==> src/hdl/pruned_path_convolutional_decoder_defines.svh <==
// assertion macros shared by the decoder modules
// expects clk_i and rst_ni in the scope of each use
`ifndef PRUNED_PATH_CONVOLUTIONAL_DECODER_DEFINES_SVH
`define PRUNED_PATH_CONVOLUTIONAL_DECODER_DEFINES_SVH

// same-cycle implication
`define PPCD_ASSERT_IMP(lbl, ante, cons, msg) \
  lbl: assert property (@(posedge clk_i) disable iff (!rst_ni) (ante) |-> (cons)) \
    else $error(msg);

// next-cycle implication
`define PPCD_ASSERT_NXT(lbl, ante, cons, msg) \
  lbl: assert property (@(posedge clk_i) disable iff (!rst_ni) (ante) |=> (cons)) \
    else $error(msg);

`endif

==> src/hdl/ppcd_pkg.sv <==
`timescale 1ns / 1ps
// shared types, constants and branch metric function of the path decoder
// used by the front, queue, back and top level; no dependencies
package ppcd_pkg;

  localparam int MaxMemory  = 4;
  localparam int MaxLen     = 64;
  localparam int MaxOutputs = 4;
  localparam int RegW       = MaxMemory + 1;
  localparam int StW        = MaxMemory;
  localparam int MetW       = 10;
  localparam int PathCap    = 8 << MaxMemory;
  localparam int PathIdxW   = $clog2(PathCap);
  localparam int SurvW      = PathIdxW - 1;
  localparam int StepW      = $clog2(MaxLen);
  localparam int LenW       = StepW + 1;
  localparam int SymW       = MaxOutputs;
  localparam int EntW       = StW + MetW;
  localparam int QDepth     = 2;
  localparam int QPtrW      = $clog2(QDepth);

  localparam logic [MetW-1:0] MetricMax = '1;

  typedef enum logic [2:0] {
    CfgPolyA   = 3'd0,
    CfgPolyB   = 3'd1,
    CfgPolyC   = 3'd2,
    CfgPolyD   = 3'd3,
    CfgOutputs = 3'd4,
    CfgMemory  = 3'd5
  } cfg_idx_e;

  // clamped configuration as seen by the datapath
  typedef struct packed {
    logic [MaxOutputs-1:0][RegW-1:0] poly;
    logic [2:0]                      n;
    logic [2:0]                      k;
  } cfg_t;

  // one classified item between front and back
  typedef struct packed {
    logic [SymW-1:0] sym;
    logic            last;
    logic            drop;
  } op_t;

  // hamming distance between a symbol and the coded bits of register u
  function automatic logic [2:0] branch_dist(input logic [MaxOutputs-1:0][RegW-1:0] poly,
                                             input logic [2:0] n,
                                             input logic [SymW-1:0] sym,
                                             input logic [RegW-1:0] u);
    logic [2:0] d;
    logic [2:0] pos;
    logic       cb;
    d = '0;
    for (int x = 0; x < MaxOutputs; x++) begin
      pos = n - 3'(x) - 3'd1;
      cb  = ^(poly[x] & u);
      if (3'(x) < n) begin
        d = d + {2'b00, cb ^ sym[pos[1:0]]};
      end
    end
    return d;
  endfunction

endpackage

==> src/hdl/ppcd_queue.sv <==
`timescale 1ns / 1ps
// two-entry item queue between the front and the back
// depends on ppcd_pkg and the assertion macro header
`include "pruned_path_convolutional_decoder_defines.svh"
module ppcd_queue (
  input  logic          clk_i,
  input  logic          rst_ni,
  input  logic          push_i,
  input  ppcd_pkg::op_t op_i,
  input  logic          pop_i,
  output ppcd_pkg::op_t op_o,
  output logic          full_o,
  output logic          empty_o
);

  ppcd_pkg::op_t              mem_q [ppcd_pkg::QDepth];
  logic [ppcd_pkg::QPtrW-1:0] wr_q, rd_q;
  logic [ppcd_pkg::QPtrW:0]   cnt_q;

  assign full_o  = (cnt_q == (ppcd_pkg::QPtrW+1)'(ppcd_pkg::QDepth));
  assign empty_o = (cnt_q == '0);
  assign op_o    = mem_q[rd_q];

  always_ff @(posedge clk_i) begin
    if (push_i) begin
      mem_q[wr_q] <= op_i;
    end
  end

  always_ff @(posedge clk_i or negedge rst_ni) begin
    if (!rst_ni) begin
      wr_q  <= '0;
      rd_q  <= '0;
      cnt_q <= '0;
    end else begin
      if (push_i) begin
        wr_q <= wr_q + 1'b1;
      end
      if (pop_i) begin
        rd_q <= rd_q + 1'b1;
      end
      if (push_i && !pop_i) begin
        cnt_q <= cnt_q + 1'b1;
      end else if (pop_i && !push_i) begin
        cnt_q <= cnt_q - 1'b1;
      end
    end
  end

  `PPCD_ASSERT_IMP(a_no_overrun, push_i, !full_o, "push into full queue")
  `PPCD_ASSERT_IMP(a_no_underrun, pop_i, !empty_o, "pop from empty queue")
  `PPCD_ASSERT_NXT(a_fill_seen, push_i && !pop_i, !empty_o, "pushed item lost")

endmodule

==> config.mk <==
export PLATFORM = sky130hd
export DESIGN_NAME = ppcd_queue
export DESIGN_NICKNAME = d
export VERILOG_FILES = /design/src/hdl/ppcd_pkg.sv /design/src/hdl/ppcd_queue.sv
export VERILOG_INCLUDE_DIRS = /design/src /design/src/hdl
export SDC_FILE = /design/constraint.sdc
export NUM_CORES = 1
export LEC_CHECK = 0
export BUFFER_PORTS_ARGS = -buffer_cell sky130_fd_sc_hd__buf_2
export CAP_MARGIN = 25
export CORE_MARGIN = 10
export CORE_UTILIZATION = 29
export CTS_CLUSTER_DIAMETER = 150
export DETAILED_ROUTE_END_ITERATION = 8
export GPL_TIMING_DRIVEN = 0
export REMOVE_ABC_BUFFERS = 1
export SLEW_MARGIN = 10
export SYNTH_ARGS = -nofsm -noshare
export SYNTH_HDL_FRONTEND = slang
export SYNTH_SLANG_ARGS = --single-unit
==> constraint.sdc <==
create_clock -name clk_i -period 1.3 [get_ports clk_i]
set_input_delay 0.195 -clock clk_i [delete_from_list [all_inputs] [get_ports clk_i]]
set_output_delay 0.195 -clock clk_i [all_outputs]
set_load 0.01 [all_outputs]
# == After elaboration in Yosys (flattened, before gate mapping) ==
# Memory sizes are Yosys's and may differ from the RTL's.
# Index checks and enable logic that the tools add are counted.
# classes
n_addsub,4
eq_ne,1
n_mux,4
n_reduce_logical,6
# ops
cell,count
2-bit 2-to-1 mux,2
"1-bit adder, second input constant",2
"2-bit by 1-bit adder with 2-bit output, second input constant",1
"2-bit equality test, second input constant",1
1-bit logical AND,2
1-bit logical NOT,2
2-bit logical NOT,1
1-bit 2-to-1 mux,2
2-bit nonzero test,1
"2-bit by 1-bit subtractor with 2-bit output, second input constant",1
# totals
regBits,4
ramBits,12
in_bits,10
output_inout_bits,8
wordCells,19
mem_count,1
# memory_table
name,words,word_bits,rd,rd_clocked_by_memory_dff,write_ports,line,source
mem_q,2,6,1,0,1,ppcd_queue.sv:16,ppcd_pkg::op_t mem_q [ppcd_pkg::QDepth];

# == Logic depth before layout (Yosys ltp) ==
# depth
ltp_word,4
ltp_mapped,5
mapped_depth_nobuf,5

# == Worst setup path before layout ==
# OpenSTA, ideal clock, no wires.
# synth_timing
path_type,register -> register
from,reg wr_q
to,"mem mem_q[0][0] in the netlist's numbering, enable pin"
setup_time_ps,354
arrival_ps,702
required_time_ps,946
slack_ps,245
stages_incl_launch_ff,2
n_path_buf,0
period_less_slack_ps,1055
cell_sequence,dfrtp_1 > nor2b_1
# synth_lines
item,line,source
start: declaration,ppcd_queue.sv:17,"logic [ppcd_pkg::QPtrW-1:0] wr_q, rd_q;"
start signal: assignment,ppcd_queue.sv:37,wr_q <= wr_q + 1'b1;
end: declaration,ppcd_queue.sv:16,
# No word-level cell before the write port.

==> flow_summary.html <==
<table>
<tr><th>Metric</th><th>Value</th></tr>
<tr><th colspan="2">Routing</th></tr>
<tr><td>Routed wire per std cell</td><td>12.39 um</td></tr>
<tr><td>Via-to-Cell Ratio</td><td>4.188</td></tr>
<tr><td>First-pass iteration count of the detailed router</td><td>4</td></tr>
<tr><td>Overall via count from detail_route</td><td>356</td></tr>
<tr><td>DR iter-0 viols</td><td>16</td></tr>
<tr><td>Routed wire length</td><td>1053 um</td></tr>
<tr><td>Post-route antenna net violation count</td><td>0</td></tr>
<tr><td>DRC errors left</td><td>0</td></tr>
<tr><th colspan="2">Placement</th></tr>
<tr><td>Number of input and output port buffers inserted</td><td>17</td></tr>
<tr><td>Instance area at placement</td><td>735.7 sq um</td></tr>
<tr><td>Gp weighted congestion</td><td>0.6374</td></tr>
<tr><th colspan="2">Run status</th></tr>
<tr><td>Status</td><td>finished with violations</td></tr>
<tr><td>Violations in the final reports</td><td>negative setup slack</td></tr>
<tr><th colspan="2">Clock tree</th></tr>
<tr><td>Root Buffer</td><td>clkbuf_4</td></tr>
<tr><td>Latest clock arrival within the worst-skew pair</td><td>0.27 ns</td></tr>
<tr><td>TritonCTS clock tree</td><td>yes</td></tr>
<tr><td>Number of buffers added by the clock tree synthesis step</td><td>3</td></tr>
<tr><td>Level count of the clock H-tree</td><td>1</td></tr>
<tr><td>Clock slew at reported path FFs</td><td>0.08 ns</td></tr>
<tr><td>CTS Sinks</td><td>16</td></tr>
<tr><td>Maximum number of buffers from clock root to sink</td><td>2</td></tr>
<tr><th colspan="2">GRT</th></tr>
<tr><td>Number of antenna violations at the first check in global routing</td><td>0</td></tr>
<tr><td>Maximum number of pins on one net before global-route repair</td><td>9</td></tr>
<tr><td>Wire length of the first global-routing pass</td><td>1704 um</td></tr>
<tr><td>Total global-route track usage</td><td>5.177%</td></tr>
<tr><td>Overflow after GRT</td><td>0</td></tr>
<tr><td>Vias in the first global route</td><td>392</td></tr>
<tr><th colspan="2">Synthesis</th></tr>
<tr><td>Main area contributors after synthesis</td><td>edfxtp_1 (58%), dfrtp_1 (16%), mux2_2 (11%)</td></tr>
<tr><td>Syn Area/Cell</td><td>17.77 sq um</td></tr>
<tr><td>Number of instances in the synthesized netlist</td><td>35</td></tr>
<tr><td>Number of enable flip-flop cells after synthesis</td><td>12</td></tr>
<tr><td>Fraction of synthesis flops using an asynchronous set or reset pin</td><td>25.00%</td></tr>
<tr><td>Leading register cell type out of synthesis</td><td>edfxtp_1</td></tr>
<tr><td>Post-synthesis register bit count</td><td>16</td></tr>
<tr><td>Proportion of synthesized chip area in sequential cells</td><td>74.04%</td></tr>
<tr><td>Unique masters post-synth</td><td>12</td></tr>
<tr><td>Most frequent cells after synthesis</td><td>edfxtp_1 (12), mux2_2 (6), dfrtp_1 (4), xor2_1 (4), nor2_1 (2)</td></tr>
<tr><td>Yosys top cell by area</td><td>edfxtp_1</td></tr>
<tr><td>Most frequent cell after synthesis</td><td>edfxtp_1</td></tr>
<tr><td>Warnings, synthesis</td><td>0</td></tr>
<tr><td>Post-synthesis cell area</td><td>621.8 sq um</td></tr>
<tr><td>Area share of the leading cell type in the synthesized netlist</td><td>57.95%</td></tr>
<tr><th colspan="2">Job</th></tr>
<tr><td>Max-cap check violation count</td><td>0</td></tr>
<tr><th colspan="2">Worst hold path</th></tr>
<tr><td>Min-Delay Path Class</td><td>primary input to flip-flop</td></tr>
<tr><td>Hold Path Stages</td><td>2</td></tr>
<tr><td>Beginning of the worst hold path</td><td>pop_i</td></tr>
<tr><td>Terminating pin of the worst hold path</td><td>rd_q</td></tr>
<tr><th colspan="2">Die</th></tr>
<tr><td>Vert. Die Dim</td><td>66.31 um</td></tr>
<tr><td>Placeable Area</td><td>0.002002 sq mm</td></tr>
<tr><td>Initial core utilization</td><td>31.06%</td></tr>
<tr><td>Area of the die</td><td>0.004396 sq mm</td></tr>
<tr><td>Number of I/O pins</td><td>18</td></tr>
<tr><td># rows</td><td>16</td></tr>
<tr><td>Chip width</td><td>66.31 um</td></tr>
<tr><th colspan="2">Pwr</th></tr>
<tr><td>Power density over the cells</td><td>2031 mW/mm^2</td></tr>
<tr><td>Static Leakage</td><td>0.3697 nW</td></tr>
<tr><td>IR drop worst, VDD</td><td>1.309 mV</td></tr>
<tr><th colspan="2">Layout</th></tr>
<tr><td>Sequential standard cell area</td><td>461.7 sq um</td></tr>
<tr><td>Synthesis-to-layout area growth</td><td>37.42%</td></tr>
<tr><td>Final design area excluding fillers</td><td>854.6 sq um</td></tr>
<tr><td>Fraction of final layout cells sized beyond drive strength 1</td><td>55.17%</td></tr>
<tr><td>FILL cells</td><td>193</td></tr>
<tr><td>Count of inserted antenna diode cells</td><td>0</td></tr>
<tr><td>Combined area of the multi-input logic cells</td><td>177.7 sq um</td></tr>
<tr><td>Nets</td><td>71</td></tr>
<tr><th colspan="2">Worst setup path</th></tr>
<tr><td>Capturing element type of the critical path</td><td>output port</td></tr>
<tr><td>Largest fanout on the critical path</td><td>7</td></tr>
<tr><td>Startpoint Class</td><td>flip-flop</td></tr>
<tr><td>WS Path Type</td><td>flip-flop to output port</td></tr>
<tr><td>Reg-to-reg critical path endpoint</td><td>mem_q[0][3]</td></tr>
<tr><td>Data required time of the worst path</td><td>1.11 ns</td></tr>
<tr><td>Critical R2R Launch</td><td>wr_q</td></tr>
<tr><td>Worst R2R Path Depth</td><td>1</td></tr>
<tr><td>Arrival time of the worst setup path</td><td>1.22 ns</td></tr>
<tr><td>Reg-to-reg slack, setup</td><td>0.23 ns</td></tr>
<tr><th colspan="2">Timing</th></tr>
<tr><td>Final setup viols</td><td>6</td></tr>
<tr><td>Worst path setup slack after routing</td><td>-0.1105 ns</td></tr>
<tr><td>Measured slew at the worst slew-check pin</td><td>0.3496 ns</td></tr>
<tr><td>Unrepaired setup endpoints after global routing</td><td>true</td></tr>
<tr><td>Post-Route Hold Slack</td><td>0.1065 ns</td></tr>
<tr><td>Clock period minus worst slack</td><td>1.411 ns</td></tr>
<tr><td>Total count of max-transition violations in the final report</td><td>0</td></tr>
<tr><td>Share of the clock period used by the worst path</td><td>108.5%</td></tr>
<tr><td>Endpoints failing hold</td><td>0</td></tr>
<tr><td>Layout Skew</td><td>0.004312 ns</td></tr>
<tr><td>Slew headroom</td><td>76.59%</td></tr>
<tr><td>Achievable clock frequency</td><td>709.0 MHz</td></tr>
</table>
worst max path at each step:
stage / start / end / slack [ns] / cells past startpoint
after floorplan: wr_q / mem_q[0][0] / 0.24 / 1
after global placement: rd_q / op_o[4] / 0.07 / 2
after CTS: rd_q / op_o[4] / -0.13 / 2
final: rd_q / op_o[2] / -0.11 / 2
after detailed placement: rd_q / op_o[4] / 0.07 / 2
after global routing: rd_q / op_o[4] / -0.17 / 2
metal layers:
metal | vias up | global-route usage (%) | share of wire [%]
met5 | - | 0 | 0
met4 | 0 | 3.141 | 0
met3 | 0 | 2.373 | 8.1
met2 | 11 | 8.014 | 50
met1 | 173 | 5.637 | 42
li1 | 172 | - | -
flip-flops by register name, indices dropped and copies added (netlist names):
name / cells
mem_q: 12
cnt_q: 2
rd_q: 1
wr_q: 1
power by group:
group          internal (mW)  switching, mW
clock network          0.107          0.133
registers              0.704          0.117
logic                  0.430          0.244
placed cells by master (no fill, tap or decap), drive strengths merged:
| master | netlist | final |
|---|---|---|
| buf | 1 | 20 |
| edfxtp | 12 | 12 |
| mux2 | 6 | 6 |
| xor2 | 4 | 4 |
| dfrtp | 4 | 4 |
| clkbuf | 0 | 3 |
| nor2 | 2 | 2 |
| inv | 1 | 1 |
| and2 | 1 | 1 |
| and2b | 1 | 1 |
| nor2b | 1 | 1 |
| xnor2 | 1 | 1 |
| ha | 1 | 1 |
| dlygate4sd3 | 0 | 1 |
what timing repair did:
action | CTS | global route
hold buffers | 1 | 0
pin swaps | 0 | 0
endpoints found under the setup margin | 6 | 9
hold endpoints to repair | 4 | 0
buffers inserted | 1 | 2
cloned | 0 | 0
resized for setup | 13 | 1
kinds of logic (layout without fill, tap and decap cells):
kind of cell	count (synthesis)	after routing	synth area share, %
XOR/XNOR	5	5	7.042
adder cells (fa/ha/maj)	1	1	2.012
buffers and inverters	2	25	1.407
flip-flops	16	16	74.05
multiplexers	6	6	10.86
AND/OR/NAND/NOR	5	5	4.630
worst max-delay path: stages, from the launching register on:
cell     delay (ns)
dfrtp_2        0.50
mux2_4         0.33
buf_6          0.12
through the flow:
stage,setup slack (ns),setup TNS (ns),std cells,utilization [%],power (mW)
2_1_floorplan,0.2446,0,34,-,1.082
3_3_place_gp,0.06988,0,78,36.75,1.258
3_5_place_dp,0.06541,0,78,36.75,1.267
4_1_cts,-0.1306,-0.7499,83,41.81,1.707
5_1_grt,-0.1705,-0.9964,85,42.69,1.846
6_report,-0.1105,-0.6343,85,42.69,1.735
final cells by class:
type                    count  area share [%]
flip-flops and latches     16           54.03
well taps                  27           3.953
multi-input cells          17           20.79
inverters                   1          0.4392
clock buffers               3           2.635
repair buffers             21           18.16
Power figures use the tool's default switching activity.
