## src/hdl/pruned_path_convolutional_decoder_defines.svh

```systemverilog
// assertion macros shared by the decoder modules
// expects clk_i and rst_ni in the scope of each use
`ifndef PRUNED_PATH_CONVOLUTIONAL_DECODER_DEFINES_SVH
`define PRUNED_PATH_CONVOLUTIONAL_DECODER_DEFINES_SVH

// same-cycle implication
`define PPCD_ASSERT_IMP(lbl, ante, cons, msg) \
  lbl: assert property (@(posedge clk_i) disable iff (!rst_ni) (ante) |-> (cons)) \
    else $error(msg);

// next-cycle implication
`define PPCD_ASSERT_NXT(lbl, ante, cons, msg) \
  lbl: assert property (@(posedge clk_i) disable iff (!rst_ni) (ante) |=> (cons)) \
    else $error(msg);

`endif

```

## src/hdl/ppcd_pkg.sv

```systemverilog
`timescale 1ns / 1ps
// shared types, constants and branch metric function of the path decoder
// used by the front, queue, back and top level; no dependencies
package ppcd_pkg;

  localparam int MaxMemory  = 4;
  localparam int MaxLen     = 64;
  localparam int MaxOutputs = 4;
  localparam int RegW       = MaxMemory + 1;
  localparam int StW        = MaxMemory;
  localparam int MetW       = 10;
  localparam int PathCap    = 8 << MaxMemory;
  localparam int PathIdxW   = $clog2(PathCap);
  localparam int SurvW      = PathIdxW - 1;
  localparam int StepW      = $clog2(MaxLen);
  localparam int LenW       = StepW + 1;
  localparam int SymW       = MaxOutputs;
  localparam int EntW       = StW + MetW;
  localparam int QDepth     = 2;
  localparam int QPtrW      = $clog2(QDepth);

  localparam logic [MetW-1:0] MetricMax = '1;

  typedef enum logic [2:0] {
    CfgPolyA   = 3'd0,
    CfgPolyB   = 3'd1,
    CfgPolyC   = 3'd2,
    CfgPolyD   = 3'd3,
    CfgOutputs = 3'd4,
    CfgMemory  = 3'd5
  } cfg_idx_e;

  // clamped configuration as seen by the datapath
  typedef struct packed {
    logic [MaxOutputs-1:0][RegW-1:0] poly;
    logic [2:0]                      n;
    logic [2:0]                      k;
  } cfg_t;

  // one classified item between front and back
  typedef struct packed {
    logic [SymW-1:0] sym;
    logic            last;
    logic            drop;
  } op_t;

  // hamming distance between a symbol and the coded bits of register u
  function automatic logic [2:0] branch_dist(input logic [MaxOutputs-1:0][RegW-1:0] poly,
                                             input logic [2:0] n,
                                             input logic [SymW-1:0] sym,
                                             input logic [RegW-1:0] u);
    logic [2:0] d;
    logic [2:0] pos;
    logic       cb;
    d = '0;
    for (int x = 0; x < MaxOutputs; x++) begin
      pos = n - 3'(x) - 3'd1;
      cb  = ^(poly[x] & u);
      if (3'(x) < n) begin
        d = d + {2'b00, cb ^ sym[pos[1:0]]};
      end
    end
    return d;
  endfunction

endpackage

```

## src/hdl/ppcd_front.sv

```systemverilog
`timescale 1ns / 1ps
// input side: accepts symbols, masks unused bits, marks dropped items
// depends on ppcd_pkg
module ppcd_front (
  input  logic                    clk_i,
  input  logic                    rst_ni,
  input  logic [2:0]              n_i,
  input  logic [7:0]              s_axis_tdata,   // [3:0] received_symbol, [7:4] zero
  input  logic                    s_axis_tlast,   // last_symbol
  input  logic                    s_axis_tvalid,
  output logic                    s_axis_tready,
  input  logic                    full_i,
  output logic                    push_o,
  output ppcd_pkg::op_t           op_o
);

  logic [ppcd_pkg::LenW-1:0] cnt_q, cnt_d;
  logic [ppcd_pkg::SymW-1:0] mask;
  logic                      acc;

  assign s_axis_tready = !full_i;
  assign acc           = s_axis_tvalid && s_axis_tready;
  assign push_o        = acc;
  assign mask          = ppcd_pkg::SymW'((5'd1 << n_i) - 5'd1);

  always_comb begin
    op_o.sym  = s_axis_tdata[ppcd_pkg::SymW-1:0] & mask;
    op_o.last = s_axis_tlast;
    op_o.drop = (cnt_q == ppcd_pkg::LenW'(ppcd_pkg::MaxLen));
    cnt_d     = cnt_q;
    if (acc) begin
      if (s_axis_tlast) begin
        cnt_d = '0;
      end else if (!op_o.drop) begin
        cnt_d = cnt_q + 1'b1;
      end
    end
  end

  always_ff @(posedge clk_i or negedge rst_ni) begin
    if (!rst_ni) begin
      cnt_q <= '0;
    end else begin
      cnt_q <= cnt_d;
    end
  end

endmodule

```

## config.mk

```make
export PLATFORM = sky130hd
export DESIGN_NAME = ppcd_front
export DESIGN_NICKNAME = d
export VERILOG_FILES = /design/src/hdl/pruned_path_convolutional_decoder_defines.svh /design/src/hdl/ppcd_pkg.sv /design/src/hdl/ppcd_front.sv
export SDC_FILE = /design/constraint.sdc
export NUM_CORES = 1
export LEC_CHECK = 0
export ABC_AREA = 1
export BUFFER_PORTS_ARGS = -buffer_cell sky130_fd_sc_hd__buf_4
export CAP_MARGIN = 40
export CORE_AREA = 4 4 41 43
export DETAILED_ROUTE_END_ITERATION = 10
export DIE_AREA = 0 0 45 47
export PLACE_DENSITY = 0.72
export SETUP_SLACK_MARGIN = 0.05
export SLEW_MARGIN = 20
export SYNTH_ARGS = -nofsm -noshare
export SYNTH_HDL_FRONTEND = slang
export SYNTH_SLANG_ARGS = --single-unit
```

## constraint.sdc

```tcl
create_clock -name clk_i -period 1.6 [get_ports clk_i]
set_clock_uncertainty 0.05 [all_clocks]
set_input_delay 0.32 -clock clk_i [delete_from_list [all_inputs] [get_ports clk_i]]
set_output_delay 0.32 -clock clk_i [all_outputs]
set_load 0.01 [all_outputs]
```

After elaboration in Yosys (flattened, before gate mapping)
Index checks and enable logic that the tools add are counted.

Logic and storage cells: 12. Bits of input ports: 16. Output and inout port bits: 8. Register bits: 7.

Bitwise operators: 1. Shifts and indexed selects: 1. Equal/unequal tests: 2. Reductions and logical operators: 3. Add/subtract/negate cells: 2. Multiplexer cells: 2.

Operators with widths (count): $mux W7 (2); $add A7 B1 Y7 const B (1); $eq A7 B7 Y1 const B (1); $and A4 B4 Y4 (1); $shl A1 B3 Y4 const A (1); $sub A4 B1 Y4 const B (1); $ne A2 B2 Y1 const B (1); $reduce_and A2 Y1 (1); $logic_and A1 B1 Y1 (1); $logic_not A1 Y1 (1).

Depth between registers and ports, before layout
Gate-level depths: netlist of the first run.

Word-level depth: 3. Gate-level depth with buffers: 9. Gate-level depth less buffers: 9.

Worst setup path before layout of the first run
Ideal clock, no wire load.

Kind: input-to-output. Start: in n_i[2]. End: out op_o[4] in the netlist's numbering. Stages on the path: 6. Slack: 248 ps. Arrival: 982 ps. Buffers on the path: 0. Required time: 1230 ps. Path through: inv_1 -> nand3_1 -> ha_1 -> nand4_1 -> nand2_1 -> nor2_1.

RTL lines: start: declaration (RTL line ppcd_front.sv:7) `input logic [2:0] n_i,`; end: declaration (RTL line ppcd_front.sv:14) `output ppcd_pkg::op_t op_o`.

==> results.sh, run 1 <==
export IMPL_wirelength_mm=1.36
export IMPL_synthTopCellsByArea="dfrtp_1 31%, nand2_1 21%, inv_1 11%, ha_1 6.7%, nor2_1 6.7%"
export IMPL_min_path_type="in -> reg"
export IMPL_arrival_ns=1.21
export IMPL_largest_reg_flops=7
export IMPL_vias=606
export IMPL_vias_per_cell=4.59
export IMPL_crit_start="cnt_q[0]"
export IMPL_end_kind="output pin"
export IMPL_finalSetupTns_ns=0
export IMPL_core_um2=1300
export IMPL_period_needed_ns=1.58
export IMPL_r2r_cells=9
export IMPL_cts_root_buf="clkbuf_4"
export IMPL_dpl_cell_area_um2=717
export IMPL_htree_levels=1
export IMPL_layout_nets=137
export IMPL_finalHoldViolCount=0
export IMPL_seq_area_um2=175
export IMPL_place_ws_ns=0.00204
export IMPL_track_usage_pct=14.2
export IMPL_slew_viol_final=0
export IMPL_worstReg2RegEnd="cnt_q[6]"
export IMPL_outcome="finished, final reports clean"
export IMPL_yosys_warnings=0
export IMPL_gr_total_overflow=0
export IMPL_drc=0
export IMPL_critPathMaxFanout=2
export IMPL_startpoint_type="register"
export IMPL_port_buffers=19
export IMPL_clockBufferDepth=2
export IMPL_grt_max_degree=8
export IMPL_synth_edf_count=0
export IMPL_synth_largest_area_cell="dfrtp_1"
export IMPL_final_area_um2=827
export IMPL_detail_route_wl_per_cell_um=10.3
export IMPL_reg_top3="cnt_q: 7 flops"
export IMPL_ir_worst_vdd_v=0.000533
export IMPL_synthTopCellsByCount="32 x nand2_1, 16 x inv_1, 10 x nor2_1"
export IMPL_yosysTopAreaCellShare_pct=31.1
export IMPL_ys_seq_area_share_pct=31.1
export IMPL_synth_seq_cells=7
export IMPL_die_area_um2=2120
export IMPL_rsz0062_at_grt="yes"
export IMPL_top_register="cnt_q"
export IMPL_cts_sinks=7
export IMPL_synth_most_common_cell="nand2_1"
export IMPL_fin_cells=132
export IMPL_worst_slack_ns=0.0207
export IMPL_fp_dieW_um=45
export IMPL_endpoint="op_o[0]"
export IMPL_synth_fp_nets=108
export IMPL_die_h_um=47
export IMPL_first_pass_iters=4
export IMPL_postSynthAreaPerCell_um2=6.33
export IMPL_netlist_area_um2=563
export IMPL_min_period_over_period_pct=98.7
export IMPL_path_clk_slew_ns=0.05
export IMPL_synth_cell_types=18
export IMPL_multiInputGateArea_um2=339
export IMPL_power_mw=0.533
export IMPL_place_hpwl_um=986
export IMPL_start_util_pct=43.3
export IMPL_antenna_left=0
export IMPL_maxClockFrequency_ghz=0.633
export IMPL_p_leak_nw=0.475
export IMPL_syn_to_final_growth_pct=46.9
export IMPL_gp_routability_congestion=0.713
export IMPL_cp_required_ns=1.23
export IMPL_insertion_delay_ns=0.26
export IMPL_criticalPathCategory="reg -> out"
export IMPL_power_density_nw_per_um2=644
export IMPL_ys_flop_type="dfrtp_1"
export IMPL_numCtsBuffers=3
export IMPL_drt_first_iter_violations=15
export IMPL_async_flop_share_pct=100
export IMPL_cts_tree="done"
export IMPL_grt_pass1_vias=540
export IMPL_slew_headroom_pct=81.3
export IMPL_finalSetupViolations=0
export IMPL_rr_startpoint="cnt_q[0]"
export IMPL_grt_first_pass_wirelength_mm=2.16
export IMPL_netlist_instances=89
export IMPL_regToRegSetupSlack_ns=0.15
export IMPL_dp_cells=122
export IMPL_tightest_slew_ns=0.280
export IMPL_layout_drive_gt1_share_pct=35.9
export IMPL_antennaDiodeCount=0
export IMPL_ios=24
export IMPL_maxCapViolations=0
export IMPL_fillCellCount=122
export IMPL_rows=13
export IMPL_grt_antenna_before_repair=0
-- per-stage QoR --
step	util [%]	hold slack, ns
2_1_floorplan	-	-0.0256
3_3_place_gp	55.1	0.0881
5_1_grt	63.6	0.354
4_1_cts	61.0	0.319
6_report	63.6	0.319
3_5_place_dp	55.1	0.0886
-- routing by layer --
| layer | vias to the layer above | wire length, µm | global-route usage [%] |
|---|---|---|---|
| met5 | - | 0 | 0 |
| met4 | 0 | 24 | 8.19 |
| met3 | 2 | 72 | 3.45 |
| met2 | 15 | 723 | 24.9 |
| met1 | 261 | 537 | 15.8 |
| li1 | 328 | - | - |
-- area by class of cell --
| class | instances | share of cell area [%] |
|---|---|---|
| inverter | 19 | 8.93 |
| sequential | 7 | 21.2 |
| tap | 15 | 2.27 |
| multi-input combinational | 62 | 41.0 |
| clock buffer | 4 | 3.18 |
| timing repair buffer | 25 | 23.4 |
-- power breakdown --
part           switching (mW)  total, mW  internal [mW]
sequential             0.0109      0.201          0.190
clock                  0.0740      0.170         0.0957
combinational          0.0776      0.162         0.0846
-- worst min-delay path by stage --
stage	start	endpoint	slack, ns	cells after the start
after global routing	full_i	cnt_q[2]	0.35	4
after CTS	s_axis_tlast	cnt_q[4]	0.32	4
after detailed placement	rst_ni	cnt_q[5]	0.09	1
after floorplan	rst_ni	cnt_q[0]	-0.03	0
final	s_axis_tlast	cnt_q[3]	0.32	4
after global placement	rst_ni	cnt_q[6]	0.09	1
-- critical path: stages, from the launching register on --
cell	delay, ns
dfrtp_1	0.40
inv_2	0.09
ha_4	0.14
nand2_2	0.04
inv_2	0.07
nand3_4	0.06
inv_2	0.06
buf_6	0.09
-- layout by cell type (no fill, tap or decap), drive strengths merged --
master       count
clkbuf           4
nand4            3
ha               3
dfrtp            7
nand2           32
a31oi            1
dlygate4sd3      1
buf             24
and2             1
nor2            11
nand3            7
clkinv           1
inv             18
o21bai           1
o21ai            2
nand3b           1
-- repair_timing --
action | 4_1_cts | 5_1_grt
buffers inserted | 4 | 1
hold buffers | 1 | 0
cloned | 0 | 0
setup endpoints to repair | 2 | 7
pin swaps | 0 | 1
resized for setup | 4 | 11
endpoints found under the hold margin | 7 | 0
-- kinds of logic (layout without fill, tap and decap cells) --
| group | count (synthesis) | after routing | share of synthesized area [%] |
|---|---|---|---|
| AO/OA/AOI/OAI | 4 | 4 | 6.22 |
| buffers and inverters | 20 | 48 | 14.0 |
| adder cells (fa/ha/maj) | 3 | 3 | 6.67 |
| AND/OR/NAND/NOR | 55 | 55 | 42.0 |
| flip-flops | 7 | 7 | 31.1 |
Note: power is estimated with default switching activity, not from simulation.
==> run 2: changes to the inputs <==
--- a/config.mk
+++ b/config.mk
@@ -8,10 +8,9 @@
 export ABC_AREA = 1
 export BUFFER_PORTS_ARGS = -buffer_cell sky130_fd_sc_hd__buf_4
 export CAP_MARGIN = 40
-export CORE_AREA = 4 4 41 43
+export CORE_MARGIN = 4
+export CORE_UTILIZATION = 25
 export DETAILED_ROUTE_END_ITERATION = 10
-export DIE_AREA = 0 0 45 47
-export PLACE_DENSITY = 0.72
 export SETUP_SLACK_MARGIN = 0.05
 export SLEW_MARGIN = 20
 export SYNTH_ARGS = -nofsm -noshare
==> run 2 against run 1 <==
  * Worst hold slack better by 0.023 ns
  * Wire length up 2.4%
  * First-iteration DRC count up 13%
  * Largest cell class unchanged
  * Critical path type unchanged
  * Design area up 1.5%
  * Global-route usage down 5.5 points
  * Worst setup slack better by 0.057 ns
  * Largest power group unchanged
==> results.sh, run 2 (synthesis gave the netlist of run 1 again) <==
export IMPL_outcome="finished, final reports clean"
export IMPL_grt_antenna_before_repair=0
export IMPL_vias=601
export IMPL_cp_required_ns=1.23
export IMPL_ios=24
export IMPL_tightest_slew_ns=0.276
export IMPL_cp_top_family="flip-flops"
export IMPL_gr_total_overflow=0
export IMPL_vias_per_cell=4.20
export IMPL_drc=0
export IMPL_period_needed_ns=1.52
export IMPL_layout_commonest_cell="nand2_1"
export IMPL_cts_root_buf="clkbuf_4"
export IMPL_grt_max_degree=8
export IMPL_top_register="cnt_q"
export IMPL_htree_levels=1
export IMPL_slew_headroom_pct=81.6
export IMPL_startpoint_type="register"
export IMPL_port_buffers=19
export IMPL_power_mw=0.520
export IMPL_place_ws_ns=0.0226
export IMPL_first_pass_iters=4
export IMPL_insertion_delay_ns=0.25
export IMPL_fp_dieW_um=55.5
export IMPL_fin_cells=143
export IMPL_worst_slack_ns=0.0776
export IMPL_final_area_um2=840
export IMPL_path_clk_slew_ns=0.05
export IMPL_dp_cells=134
export IMPL_clockBufferDepth=2
export IMPL_finalSetupTns_ns=0
export IMPL_core_um2=2040
export IMPL_drt_first_iter_violations=17
export IMPL_min_period_over_period_pct=95.1
export IMPL_numCtsBuffers=3
export IMPL_antenna_left=0
export IMPL_cts_sinks=7
export IMPL_die_h_um=55.5
export IMPL_rsz0062_at_grt="yes"
export IMPL_layout_drive_gt1_share_pct=36.2
export IMPL_fin_util_pct=41.1
export IMPL_path_cells="inv_2 -> ha_4 -> nand2_2 -> inv_2 -> nand3_4 -> inv_2 -> buf_6"
export IMPL_p_leak_nw=0.466
export IMPL_ir_worst_vdd_v=0.000319
export IMPL_criticalPathCategory="reg -> out"
export IMPL_die_area_um2=3080
export IMPL_detail_route_wl_per_cell_um=9.73
export IMPL_rows=16
export IMPL_multiInputGateArea_um2=342
export IMPL_end_kind="output pin"
export IMPL_finalHoldViolCount=0
export IMPL_crit_top_cell="inv_2"
export IMPL_layout_nets=136
export IMPL_antennaDiodeCount=0
export IMPL_grt_pass1_vias=474
export IMPL_largest_reg_flops=7
export IMPL_track_usage_pct=8.71
export IMPL_dpl_cell_area_um2=732
export IMPL_crit_buf_inv=4
export IMPL_maxCapViolations=0
export IMPL_min_path_type="in -> reg"
export IMPL_maxClockFrequency_ghz=0.657
export IMPL_gp_routability_congestion=0.782
export IMPL_critPathMaxFanout=2
export IMPL_power_density_nw_per_um2=620
export IMPL_cpPeakStageDelay_ns=0.38
export IMPL_finalSetupViolations=0
export IMPL_reg_top3="cnt_q: 7 flops"
export IMPL_place_hpwl_mm=1.02
export IMPL_grt_first_pass_wirelength_mm=2.16
export IMPL_whs_ns=0.342
export IMPL_seq_area_um2=175
export IMPL_layout_common_cells="31 x nand2_1, 22 x buf_4, 9 x nor2_1, 9 x inv_1, 7 x dfrtp_1"
export IMPL_cts_tree="done"
export IMPL_arrival_ns=1.15
export IMPL_start_util_pct=27.6
export IMPL_wirelength_mm=1.39
export IMPL_crit_path_top_delay_cell="dfrtp_1"
export IMPL_slew_viol_final=0
export IMPL_syn_to_final_growth_pct=49.1
export IMPL_fillCellCount=214
run 2: cell types whose count changed in the layout (fill, tap and decap cells not counted):
cell | previous run | this run
buf_4 | 23 | 22
inv_4 | 1 | 2
clkinv_1 | 1 | 2
nor2_2 | 1 | 2
inv_1 | 10 | 9
inv_2 | 7 | 6
nor2_1 | 10 | 9
run 2: final cells by class:
cell class                 instances  share of cell area, %
inverter                          19                   9.09
sequential                         7                   20.9
timing repair buffer              24                   22.2
clock buffer                       4                   3.13
multi-input combinational         62                   40.7
tap                               27                   4.02
run 2: power breakdown:
part | switching (mW) | total [mW] | leakage (nW) | internal, mW
clock network | 0.0656 | 0.161 | 0.0150 | 0.0952
registers | 0.0105 | 0.200 | 0.0955 | 0.190
logic | 0.0773 | 0.159 | 0.356 | 0.0818
total | 0.153 | 0.520 | 0.466 | 0.367
run 2: routing by layer:
layer	wire, µm	up-vias	track usage (%)	share of wire, %
met1	642	269	12.2	46
met5	0	-	0	0
met3	28	2	1.40	2.0
met2	715	7	12.3	51
li1	-	323	-	-
met4	4	0	5.21	0.29
run 2: timing repair:
action                                 in CTS  in global routing
gates resized for setup                     3                 14
setup endpoints to repair                   2                  3
buffers inserted                            3                  1
pin swaps                                   0                  5
endpoints found under the hold margin       7                  0
hold buffers                                1                  0
run 2: final timing paths:
| check | from | to | slack (ns) | cells after the start |
|---|---|---|---|---|
| worst max-delay path | cnt_q[0] | op_o[0] | 0.08 | 7 |
| min in group asynchronous | rst_ni | cnt_q[1] | 0.36 | 2 |
| max in group asynchronous | rst_ni | cnt_q[0] | 1.01 | 2 |
| worst max register to register | cnt_q[0] | cnt_q[4] | 0.19 | 9 |
| worst min register to register | cnt_q[6] | cnt_q[6] | 0.50 | 2 |
| worst min-delay path | s_axis_tlast | cnt_q[4] | 0.34 | 4 |
run 2: worst register-to-register path, delay by kind of cell (launching register included):
| family | cells | cell delay (ns) |
|---|---|---|
| adders and majority gates | 1 | 0.20 |
| buffers and inverters | 2 | 0.27 |
| DFF | 1 | 0.38 |
| and+or+nand+nor | 6 | 0.45 |
==> run 3: changes to the inputs <==
--- a/config.mk
+++ b/config.mk
@@ -6,7 +6,7 @@
 export NUM_CORES = 1
 export LEC_CHECK = 0
 export ABC_AREA = 1
-export BUFFER_PORTS_ARGS = -buffer_cell sky130_fd_sc_hd__buf_4
+export BUFFER_PORTS_ARGS = -buffer_cell sky130_fd_sc_hd__buf_2
 export CAP_MARGIN = 40
 export CORE_MARGIN = 4
 export CORE_UTILIZATION = 25
==> run 3 against run 2 <==
  * Register-to-register slack about the same
  * First-iteration DRC count shrank 29%
  * Critical path depth did not move
  * Wire length rose by 1.9%
  * Largest cell class unchanged
==> results.sh, run 3 (synthesis gave the netlist of run 1 again) <==
export IMPL_p_comb_share_pct=29.7
export IMPL_maxCapViolations=0
export IMPL_die_h_um=55.5
export IMPL_ir_worst_vdd_v=0.000448
export IMPL_p_switching_mw=0.154
export IMPL_layout_common_cells="31 x nand2_1, 15 x buf_2, 9 x nor2_1, 9 x inv_1, 7 x dfrtp_1"
export IMPL_grt_pass1_vias=595
export IMPL_fp_dieW_um=55.5
export IMPL_grt_first_pass_wirelength_mm=2.37
export IMPL_vias_per_cell=4.33
export IMPL_grt_antenna_before_repair=0
export IMPL_layout_drive_gt1_share_pct=37.3
export IMPL_layout_commonest_cell="nand2_1"
export IMPL_top_register="cnt_q"
export IMPL_finalHoldViolCount=0
export IMPL_slew_viol_final=0
export IMPL_internal_power_mw=0.360
export IMPL_layout_nets=138
export IMPL_clockBufferDepth=2
export IMPL_cts_root_buf="clkbuf_4"
export IMPL_fin_util_pct=40.6
export IMPL_grt_max_degree=8
export IMPL_ios=24
export IMPL_die_area_um2=3080
export IMPL_min_path_type="in -> async"
export IMPL_drt_first_iter_violations=12
export IMPL_startpoint_type="register"
export IMPL_slew_headroom_pct=81.4
export IMPL_start_util_pct=27.6
export IMPL_netSwitchingFraction_pct=30.0
export IMPL_pwr_share_clk_pct=31.1
export IMPL_finalSetupViolations=0
export IMPL_end_kind="output pin"
export IMPL_power_density_nw_per_um2=620
export IMPL_place_hpwl_mm=1.05
export IMPL_drc=0
export IMPL_antennaDiodeCount=0
export IMPL_insertion_delay_ns=0.25
export IMPL_period_needed_ns=1.52
export IMPL_cts_sinks=7
export IMPL_rsz0062_at_grt="yes"
export IMPL_core_um2=2040
export IMPL_min_period_over_period_pct=94.9
export IMPL_gp_routability_congestion=0.811
export IMPL_outcome="finished, final reports clean"
export IMPL_numCtsBuffers=3
export IMPL_largest_reg_flops=7
export IMPL_port_buffers=19
export IMPL_cts_tree="done"
export IMPL_cp_required_ns=1.23
export IMPL_criticalPathCategory="reg -> out"
export IMPL_reg_top3="cnt_q: 7 flops"
export IMPL_detail_route_wl_per_cell_um=9.77
export IMPL_gr_total_overflow=0
export IMPL_power_mw=0.513
export IMPL_seq_power_share_pct=39.2
export IMPL_finalSetupTns_ns=0
export IMPL_arrival_ns=1.15
export IMPL_htree_levels=1
export IMPL_p_leak_nw=0.468
export IMPL_path_clk_slew_ns=0.05
export IMPL_critPathMaxFanout=2
export IMPL_rows=16
export IMPL_vias=628
export IMPL_wirelength_mm=1.42
export IMPL_syn_to_final_growth_pct=47.1
export IMPL_maxClockFrequency_ghz=0.659
export IMPL_tightest_slew_ns=0.279
export IMPL_first_pass_iters=4
export IMPL_antenna_left=0
export IMPL_track_usage_pct=9.38
## run 3: final cells by class
class                      count  area (µm²)
multi-input combinational     62         342
timing repair buffer          26         175
sequential                     7         175
clock buffer                   4        26.3
tap                           27        33.8
inverter                      19        76.3
fill                         221        1210
## run 3: metal layers
layer | vias to the layer above | track usage, % | part of all wire (%)
li1 | 332 | - | -
met1 | 283 | 10.5 | 43
met2 | 11 | 16.0 | 52
met3 | 2 | 2.10 | 4.3
met4 | 0 | 5.56 | 0.42
met5 | - | 0 | 0
## run 3: final timing paths
check	start	end	slack, ns	depth (start not counted)
worst max-delay path	cnt_q[0]	op_o[0]	0.08	7
worst min-delay path	rst_ni	cnt_q[1]	0.38	2
worst max register to register	cnt_q[0]	cnt_q[4]	0.19	9
worst min register to register	cnt_q[6]	cnt_q[6]	0.50	2
max in group asynchronous	rst_ni	cnt_q[0]	0.97	2
min in group clk_i	s_axis_tlast	cnt_q[4]	0.38	4
## run 3: what timing repair did
action	CTS	global route
setup endpoints to repair	2	3
buffers inserted	3	3
pin swaps	0	6
hold buffers	1	0
resized for setup	3	18
hold endpoints to repair	7	0
## run 3: power by group through the flow
stage / clock network, mW / logic (mW) / registers (mW)
after floorplan: 0 / 0.0610 / 0.204
after global placement: 0 / 0.0965 / 0.206
after detailed placement: 0 / 0.100 / 0.207
after CTS: 0.164 / 0.122 / 0.199
after global routing: 0.174 / 0.170 / 0.202
final: 0.160 / 0.152 / 0.201
## run 3: critical path, cell delays in order, from the launching register on
cell,delay [ns]
dfrtp_1,0.39
inv_2,0.08
ha_4,0.12
nand2_2,0.04
inv_2,0.06
nand3_4,0.06
inv_2,0.06
buf_6,0.09
## run 3: metrics by stage
stage	hold slack, ns	cells	area, µm²	setup slack (ns)
2_1_floorplan	-0.0256	89	563	0.248
3_3_place_gp	0.107	134	684	0.0659
3_5_place_dp	0.113	134	684	0.0147
4_1_cts	0.371	142	751	0.0224
5_1_grt	0.408	145	828	0.0425
6_report	0.376	145	828	0.0815
